File: src/design/ssmt_pkg.sv
// Shared types and constants for the small set membership table.
// No dependencies; imported by ssmt_cell and small_set_membership_table.
`default_nettype none

package ssmt_pkg;

  localparam int unsigned OP_W           = 2;
  localparam int unsigned VALUE_W        = 16;
  localparam int unsigned COUNT_W        = 5;
  localparam int unsigned DEF_CAPACITY   = 16;
  localparam int unsigned DEF_ELEM_WIDTH = 16;

  typedef enum logic [OP_W-1:0] {
    OP_INSERT = 2'd0,
    OP_DELETE = 2'd1,
    OP_QUERY  = 2'd2,
    OP_CLEAR  = 2'd3
  } ssmt_op_e;

  // Per-cycle write controls broadcast to every cell.
  typedef struct packed {
    logic ins_en;
    logic del_en;
  } ssmt_ctl_t;

endpackage

`default_nettype wire

File: src/design/ssmt_cell.sv
// One slot of the set: holds an element, compares it to the request and
// passes the running hit flag up the row. Depends on ssmt_pkg.
`default_nettype none

module ssmt_cell #(
  parameter int unsigned IDX        = 0,
  parameter int unsigned CNT_W      = ssmt_pkg::COUNT_W,
  parameter int unsigned ELEM_WIDTH = ssmt_pkg::DEF_ELEM_WIDTH
) (
  input  wire logic                   clk_i,
  input  wire ssmt_pkg::ssmt_ctl_t    ctl_i,
  input  wire logic [CNT_W-1:0]       count_i,
  input  wire logic [ELEM_WIDTH-1:0]  elem_i,
  input  wire logic [ELEM_WIDTH-1:0]  nbr_i,
  input  wire logic                   hit_i,
  output logic                        hit_o,
  output logic [ELEM_WIDTH-1:0]       entry_o
);
  import ssmt_pkg::*;

  logic [ELEM_WIDTH-1:0] entry_q;
  logic                  valid;
  logic                  match;
  logic                  at_tail;

  assign valid   = CNT_W'(IDX) < count_i;
  assign match   = valid && (entry_q == elem_i);
  assign hit_o   = hit_i || match;
  assign at_tail = CNT_W'(IDX) == count_i;
  assign entry_o = entry_q;

  // On delete, every slot at or above the match pulls its upper neighbor.
  always_ff @(posedge clk_i) begin
    if (ctl_i.del_en && hit_o) begin
      entry_q <= nbr_i;
    end else if (ctl_i.ins_en && at_tail) begin
      entry_q <= elem_i;
    end
  end

endmodule

`default_nettype wire

File: src/design/small_set_membership_table.sv
// Small set membership table: a row of cells holding a packed list of distinct elements,
// plus the fill count and result register. Depends on ssmt_pkg and ssmt_cell.
//
// Takes one request (insert, delete, query, clear) every clock cycle; busy_o
// never rises. The result is registered and appears on the result ports in the
// cycle after the request is accepted, marked by valid_o for that single cycle, and the
// receiver has no way to stall it. Membership is resolved in the same cycle
// by the hit flag rippling through all CAPACITY cells, so the row length
// sets the critical path. Delete closes the gap by shifting the upper cells
// down one slot in that cycle. Entries are not cleared at reset; only the
// fill count and the result valid flag are.
`default_nettype none

module small_set_membership_table #(
  parameter int unsigned CAPACITY   = ssmt_pkg::DEF_CAPACITY,
  parameter int unsigned ELEM_WIDTH = ssmt_pkg::DEF_ELEM_WIDTH
) (
  input  wire logic                          clk_i,
  input  wire logic                          rst_ni,
  input  wire logic                          start_i,
  output logic                               busy_o,
  input  wire logic [ssmt_pkg::OP_W-1:0]     op_i,
  input  wire logic [ssmt_pkg::VALUE_W-1:0]  value_i,
  output logic                               valid_o,
  output logic                               was_member_o,
  output logic [ssmt_pkg::COUNT_W-1:0]       count_o,
  output logic                               empty_res_o,
  output logic                               full_res_o,
  output logic                               rejected_o
);
  import ssmt_pkg::*;

  localparam int unsigned CNT_W = $clog2(CAPACITY + 1);

  logic [CNT_W-1:0]      count_q, count_d;
  logic                  valid_q;
  logic                  was_q, empty_q, full_q, rej_q;
  logic [COUNT_W-1:0]    cnt_res_q;
  logic                  rej_d;
  logic                  accept;
  logic                  member;
  logic                  full_now;
  logic [ELEM_WIDTH-1:0] elem;
  ssmt_op_e              op;
  ssmt_ctl_t             ctl;

  logic [CAPACITY:0]       hit;
  logic [ELEM_WIDTH-1:0]   entry [CAPACITY];

  assign busy_o   = 1'b0;
  assign accept   = start_i && !busy_o;
  assign elem     = ELEM_WIDTH'(value_i);
  assign op       = ssmt_op_e'(op_i);
  assign full_now = count_q == CNT_W'(CAPACITY);
  assign hit[0]   = 1'b0;
  assign member   = hit[CAPACITY];

  for (genvar i = 0; i < CAPACITY; i++) begin : g_cell
    logic [ELEM_WIDTH-1:0] nbr;
    if (i == CAPACITY - 1) begin : g_last
      assign nbr = entry[i];
    end else begin : g_mid
      assign nbr = entry[i+1];
    end
    ssmt_cell #(
      .IDX       (i),
      .CNT_W     (CNT_W),
      .ELEM_WIDTH(ELEM_WIDTH)
    ) u_cell (
      .clk_i  (clk_i),
      .ctl_i  (ctl),
      .count_i(count_q),
      .elem_i (elem),
      .nbr_i  (nbr),
      .hit_i  (hit[i]),
      .hit_o  (hit[i+1]),
      .entry_o(entry[i])
    );
  end

  always_comb begin
    count_d    = count_q;
    rej_d      = 1'b0;
    ctl.ins_en = 1'b0;
    ctl.del_en = 1'b0;
    if (accept) begin
      unique case (op)
        OP_INSERT: begin
          if (!member) begin
            if (full_now) begin
              rej_d = 1'b1;
            end else begin
              ctl.ins_en = 1'b1;
              count_d    = count_q + CNT_W'(1);
            end
          end
        end
        OP_DELETE: begin
          if (member) begin
            ctl.del_en = 1'b1;
            count_d    = count_q - CNT_W'(1);
          end
        end
        OP_QUERY: begin
        end
        OP_CLEAR: begin
          count_d = '0;
        end
        default: begin
        end
      endcase
    end
  end

  always_ff @(posedge clk_i or negedge rst_ni) begin
    if (!rst_ni) begin
      count_q <= '0;
      valid_q <= 1'b0;
    end else begin
      count_q <= count_d;
      valid_q <= accept;
    end
  end

  // Result payload: capture on accept, hold otherwise.
  always_ff @(posedge clk_i) begin
    if (accept) begin
      was_q     <= member;
      cnt_res_q <= COUNT_W'(count_d);
      empty_q   <= count_d == '0;
      full_q    <= count_d == CNT_W'(CAPACITY);
      rej_q     <= rej_d;
    end
  end

  assign valid_o      = valid_q;
  assign was_member_o = was_q;
  assign count_o      = cnt_res_q;
  assign empty_res_o  = empty_q;
  assign full_res_o   = full_q;
  assign rejected_o   = rej_q;

`ifndef SYNTHESIS
  a_count_range: assert property (@(posedge clk_i) disable iff (!rst_ni)
    count_q <= CNT_W'(CAPACITY))
    else $error("fill count exceeds capacity");

  a_count_matches: assert property (@(posedge clk_i) disable iff (!rst_ni)
    valid_o |-> count_o == COUNT_W'(count_q))
    else $error("reported count differs from fill count");

  a_reject_full: assert property (@(posedge clk_i) disable iff (!rst_ni)
    valid_o && rejected_o |-> full_res_o && !was_member_o)
    else $error("reject without full set or with member present");

  a_empty_full: assert property (@(posedge clk_i) disable iff (!rst_ni)
    valid_o |-> !(empty_res_o && full_res_o))
    else $error("empty and full together");

  a_clear_empties: assert property (@(posedge clk_i) disable iff (!rst_ni)
    accept && op == OP_CLEAR |=> count_q == '0)
    else $error("clear left elements behind");
`endif

endmodule

`default_nettype wire

File: config.mk
export PLATFORM = sky130hd
export DESIGN_NAME = small_set_membership_table
export DESIGN_NICKNAME = d
export VERILOG_FILES = /design/src/design/ssmt_pkg.sv /design/src/design/ssmt_cell.sv /design/src/design/small_set_membership_table.sv
export SDC_FILE = /design/constraint.sdc
export NUM_CORES = 1
export LEC_CHECK = 0
export BUFFER_PORTS_ARGS = -buffer_cell sky130_fd_sc_hd__buf_4
export CELL_PAD_IN_SITES_DETAIL_PLACEMENT = 1
export CELL_PAD_IN_SITES_GLOBAL_PLACEMENT = 1
export CORE_MARGIN = 5
export CORE_UTILIZATION = 58
export CTS_BUF_LIST = sky130_fd_sc_hd__clkbuf_16
export DETAILED_ROUTE_END_ITERATION = 8
export GPL_TIMING_DRIVEN = 0
export PLACE_DENSITY_LB_ADDON = 0.08
export SETUP_SLACK_MARGIN = 0.15
export SYNTH_ARGS = -nofsm -noshare
export SYNTH_HDL_FRONTEND = slang
export SYNTH_SLANG_ARGS = --single-unit
File: constraint.sdc
create_clock -name clk_i -period 7.7 [get_ports clk_i]
set_input_delay 1.155 -clock clk_i [delete_from_list [all_inputs] [get_ports clk_i]]
set_output_delay 1.155 -clock clk_i [all_outputs]
set_load 0.1 [all_outputs]
; After elaboration in Yosys (flattened, before gate mapping)
; Cells that the tools add are included.
[totals]
inputBits = 21
reg_bits = 271
out_inout_bits = 11
[op_classes]
addsub = 2
bitwise_logic = 2
n_reduce_logical = 83
n_lt_le_gt_ge = 16
n_mux = 42
n_eq_ne = 35
[op_table]
columns = op, n
row1 = $mux 16, 30
row2 = $eq 16x16->1, 16
row3 = $logic_and 1x1->1, 48
row4 = $eq 4x5->1 const A, 8
row5 = $lt 4x5->1 const A, 8
row6 = $reduce_bool 2->1, 15
row7 = $eq 3x5->1 const A, 4
row8 = $lt 3x5->1 const A, 4
row9 = $mux 5, 4
row10 = $logic_or 1x1->1, 15
row11 = $pmux 5 s3, 1
row12 = $eq 2x5->1 const A, 2
row13 = $eq 5x5->1 const B, 2
row14 = $logic_not 5->1, 2
row15 = $lt 1x5->1 const A, 2
row16 = $lt 2x5->1 const A, 2
row17 = $mux 1, 6
row18 = $add 5x1->5 const B, 1
row19 = $eq 1x5->1 const A, 1
row20 = $sub 5x1->5 const B, 1
row21 = $eq 2x1->1 const B, 1
row22 = $eq 2x2->1 const B, 1
row23 = $logic_not 2->1, 1
row24 = $mux 2, 1
row25 = other kinds (3), 4

; Depth between registers and ports, before layout
[depth]
depth_word = 23
mapped_depth = 14
mapped_depth_nobuf = 11

; By module
; From an unflattened synthesis, not the netlist that was laid out.
[unflattened]
hier_cells = 2470
hier_area_um2 = 22764.3
[modules_own_cells]
columns = module, n_inst, area_each_um2, seq_area_each_um2, cells_each
row1 = ssmt_cell (g_cell[4].u_cell), 1, 1436.4, 480.5, 155
row2 = ssmt_cell (g_cell[9].u_cell), 1, 1436.4, 480.5, 158
row3 = ssmt_cell (g_cell[14].u_cell), 1, 1407.6, 480.5, 154
row4 = ssmt_cell (g_cell[12].u_cell), 1, 1405.1, 480.5, 156
row5 = ssmt_cell (g_cell[0].u_cell), 1, 1402.6, 480.5, 154
row6 = ssmt_cell (g_cell[13].u_cell), 1, 1402.6, 480.5, 157
row7 = ssmt_cell (g_cell[2].u_cell), 1, 1402.6, 480.5, 156
row8 = ssmt_cell (g_cell[15].u_cell), 1, 1400.1, 480.5, 155
row9 = ssmt_cell (g_cell[3].u_cell), 1, 1351.3, 480.5, 142
row10 = ssmt_cell (g_cell[6].u_cell), 1, 1351.3, 480.5, 153
row11 = ssmt_cell (g_cell[8].u_cell), 1, 1325.0, 480.5, 142
row12 = ssmt_cell (g_cell[10].u_cell), 1, 1311.3, 480.5, 142
row13 = ssmt_cell (g_cell[5].u_cell), 1, 1305.0, 480.5, 142
row14 = ssmt_cell (g_cell[11].u_cell), 1, 1303.8, 480.5, 142
row15 = 3 more rows, n/a, n/a, n/a, n/a

; Worst setup path before layout
; No wires, ideal clock.
[synth_path]
path_kind = input port to flip-flop
from = in value_i[15] in the netlist's numbering
to = reg g_cell[11].u_cell.entry_q[0], enable pin
slack_ns = 2.973
arrival_ns = 4.313
cell_stages = 13
n_path_buf = 4
path_cell_list = buf_4 buf_8 buf_8 xor2_1 nor4_2 nand3b_1 o22ai_2 and3b_4 nand4_4 buf_6 nor2_2 nand2_1 o31ai_1
[synth_via]
elab_chain_len = 22
[synth_rtl]
columns = item, line_no
row1 = from (decl), small_set_membership_table.sv:23  ; input wire logic [ssmt_pkg::VALUE_W-1:0] value_i,
row2 = $eq 16x16->1, ssmt_cell.sv:27  ; assign match = valid && (entry_q == elem_i);
row3 = $logic_and 1x1->1, ssmt_cell.sv:27
row4 = $logic_or 1x1->1 (15 in a row), ssmt_cell.sv:28  ; assign hit_o = hit_i || match;
row5 = $mux 1 (on tied branches), "small_set_membership_table.sv:89, small_set_membership_table.sv:99"
row6 = $mux 1, small_set_membership_table.sv:87  ; unique case (op)
row7 = $mux 2, small_set_membership_table.sv:86  ; if (accept) begin
row8 = $logic_and 1x1->1 (on tied branches), "ssmt_cell.sv:36, ssmt_cell.sv:34"
row9 = $reduce_bool 2->1 (no source line) (*), n/a
row10 = to (signal assigned), ssmt_cell.sv:35  ; entry_q <= nbr_i;
row11 = to (signal assigned), ssmt_cell.sv:37  ; entry_q <= elem_i;
row12 = to (decl), ssmt_cell.sv:21  ; logic [ELEM_WIDTH-1:0] entry_q;
; Every way passes the cells marked *; elsewhere a longest branch is shown, timed or not.
; A chain may end at the register's enable or synchronous reset.

; Final worst setup path
[layout_path]
from = in value_i[7] in the netlist's numbering
to = reg g_cell[8].u_cell.entry_q[6], enable pin
[layout_via]
elab_chain_len = 22
[layout_rtl]
columns = item, line_no
row1 = $eq 16x16->1, ssmt_cell.sv:27
row2 = $logic_and 1x1->1, ssmt_cell.sv:27
row3 = $logic_or 1x1->1 (15 in a row), ssmt_cell.sv:28
row4 = $mux 1 (on tied branches), "small_set_membership_table.sv:89, small_set_membership_table.sv:99"
row5 = $mux 1, small_set_membership_table.sv:87
row6 = $mux 2, small_set_membership_table.sv:86
row7 = $logic_and 1x1->1 (on tied branches), "ssmt_cell.sv:36, ssmt_cell.sv:34"
row8 = $reduce_bool 2->1 (no source line) (*), n/a
row9 = to (signal assigned), ssmt_cell.sv:35
row10 = to (signal assigned), ssmt_cell.sv:37
row11 = to (decl), ssmt_cell.sv:21
; Marks and branches as above.

==> flow_summary.yaml <==
run_status:
  status: "completed"
drt:
  drc: 0
  wl_mm: 55.1
  ant_nets: 0
  drt_first_pass_iters: 5
  drt_iter0_drc: 1277
  vias_per_cell: 6.67
  vias: 10370
  route.detailed.wl_per_inst_um: 35.4
floorplan:
  die_y_um: 175
  row_count: 60
  io-pin-count: 32
  start_util_pct: 58.6
  die_area_mm2: 0.0306
  core_area_mm2: 0.0269
  die_x_um: 175
setup_path:
  cp.arrival_ns: 5.05
  cpMostUsedCell: "buf_6"
  slowest_stage: "a22o_1"
  cp_cell_sequence: "buf_4 > buf_4 > buf_6 > buf_6 > xor2_1 > nor4_1 > nand3_1 > o22ai_2 > and3b_4 > nand4_4 > buf_6 > nor2_2 > nand2_1 > nor2_1 > a22o_1"
  start_kind: "primary input"
  max_stage_delay_ns: 0.74
  critPathKind: "primary input to flip-flop"
  cp.required_ns: 7.88
  cp_max_fo: 16
  worstSetupEndpointType: "flip-flop"
  worst-r2r-cell-count: 12
clock_tree:
  numClockSinks: 271
  post_cts_resized: 0
  clkLatencyLatePin_ns: 0.56
  hold_buffers: 0
  root_buffer: "clkbuf_16"
  cts_tree: "yes"
  numCtsBuffers: 29
  clk_pin_slew_ns: 0.06
  cts_setup_buffers: 0
  cts_max_level: 1
  clockBufferDepth: 3
synth:
  synthTopCellsByCount: "265 x edfxtp_1, 198 x xor2_1, 185 x mux2_2"
  syn_area_mm2: 0.0158
  synth.net_count: 1158
  synthTopCellsByArea: "edfxtp_1 50%, mux2_2 13%, xor2_1 11%"
  synthMostInstantiatedCell: "edfxtp_1"
  synth_ff_type: "edfxtp_1"
  synth_edf_count: 265
  ys_seq_area_share_pct: 51.4
  ys_warn_count: 0
  synthArstFlopShare_pct: 2.21
  avgSynthCellArea_um2: 13.9
  ys_seq_elements: 271
  synth_cell_types: 77
  yosysTopAreaCell: "edfxtp_1"
  syn_inst: 1132
  yosysTopAreaCellShare_pct: 50.5
layout:
  drive_above_1_share_pct: 31.3
  final_nets: 1221
  syn_to_final_growth_pct: 9.69
  n_antenna_cell: 0
  fill_cells: 2550
sta:
  min_period_ns: 4.87
  period_share_pct: 63.2
  whs_ns: 0.408
  finalSetupViolCount: 0
  rsz0062_at_grt: "false"
  drv_slew: 0
  slew_headroom_pct: 16.8
  hold_violations: 0
  fin_skew_ns: 0.0213
  worst_pin_slew_ns: 1.25
  clock.fmax_ghz: 0.205
  tns_ns: 0
min_path:
  hold_path.class: "primary input to asynchronous set/reset pin"
power_and_ir_drop:
  total_power_uw: 3510
  power.share.clock_pct: 36.7
  switchingPower_uw: 979
  p_leak_uw: 0.00604
  p_seq_share_pct: 47.9
  p_int_uw: 2530
  power.density_mw_per_mm2: 203
  combinationalPowerShare_pct: 15.4
  irDropWorstVdd_mv: 0.202
  swShare_pct: 27.9
placed_design:
  dp_hpwl_mm: 37.7
  portBuffers: 30
  place_congestion: 1.02
global_routing:
  grt_pass1_wl_mm: 76.9
  grt_max_degree: 17
  grt_pass1_vias: 10577
  overflow: 0
  grt_usage_pct: 35.5
  grt_antenna_before_repair: 1
flow_run:
  drv_cap: 0
==> cell families after synthesis <==
family | after synthesis | synth area share, %
AO/OA/AOI/OAI | 54 | 3.12
XOR/XNOR | 257 | 14.3
adder cells (fa/ha/maj) | 5 | 0.397
buffers and inverters | 104 | 5.17
flip-flops | 271 | 51.4
multiplexers | 243 | 17.8
other | 1 | 0.0238
AND/OR/NAND/NOR | 197 | 7.80
==> power groups by stage <==
stage                     registers [µW]  logic [µW]  clock network, µW
after floorplan                     1750         292                  0
after global placement              1710         508                  0
after detailed placement            1710         520                  0
after CTS                           1680         526               1280
after global routing                1680         555               1350
final                               1680         541               1290
==> stage by stage <==
step	setup WS, ns	std cells	area [µm²]	util, %
CTS	2.96	1555	17300	64.3
detailed placement	2.38	1505	16500	61.2
floorplan	2.97	1132	15800	-
finish	2.83	1555	17300	64.3
global route	2.79	1555	17300	64.3
global placement	1.31	1503	16400	61.1
==> flip-flops by register name (all words and copies together) (netlist names) <==
name,flops
count_o,5
full_res_o,1
count_q,5
empty_res_o,1
was_member_o,1
valid_o,1
g_cell.u_cell.entry_o,256
rejected_o,1
==> critical path, delay by kind of cell <==
kind                      cells  cell delay (ns)
buffers and inverters         5             1.07
xor gates and xnor gates      1             0.27
and+or+nand+nor               7             1.62
AOI/OAI and AO/OA             2             0.88
==> layer usage <==
metal,track usage [%],up-vias,wire length (µm)
li1,-,4286,-
met1,48.4,5353,22200
met2,55.6,607,24800
met3,9.58,124,5840
met4,11.6,0,2270
met5,0,-,0
==> final timing paths <==
kind                                                         from                                     end  slack, ns
hold / removal                                             rst_ni                    count_q[3]$_DFF_PN0_       0.41
min in group clk_i         g_cell[5].u_cell.entry_o[14]$_DFFE_PP_  g_cell[4].u_cell.entry_o[14]$_DFFE_PP_       0.59
hold reg to reg            g_cell[5].u_cell.entry_o[14]$_DFFE_PP_  g_cell[4].u_cell.entry_o[14]$_DFFE_PP_       0.59
max in group asynchronous                                  rst_ni                    count_q[1]$_DFF_PN0_       7.18
setup / recovery                                       value_i[7]   g_cell[8].u_cell.entry_o[6]$_DFFE_PP_       2.83
setup reg to reg                             count_q[1]$_DFF_PN0_   g_cell[8].u_cell.entry_o[6]$_DFFE_PP_       3.32
==> cell type report <==
type / instances / area [µm²] / share of cell area [%]
multi-input cells: 757 / 6860 / 39.7
clock inverters: 21 / 106 / 0.615
clock buffers: 29 / 726 / 4.20
flip-flops and latches: 271 / 8110 / 46.9
repair buffers: 32 / 248 / 1.43
inverters: 11 / 41.3 / 0.239
well taps: 341 / 427 / 2.47
plain buffers: 93 / 773 / 4.47
==> placed cells by master, fill, tap and decap left out, drive strengths merged, types with 4 or more instances in the layout <==
master,n
nor3,15
nor2b,5
ha,5
nand2,40
clkbuf,54
nand4,18
edfxtp,265
nand3,18
nor4,50
nand2b,6
or3,6
mux2,240
dfrtp,6
and3,4
nor2,20
inv,24
xnor2,59
o21ai,9
clkinv,7
a21oi,11
buf,100
xor2,198
Note: power is estimated with default switching activity, not from simulation.
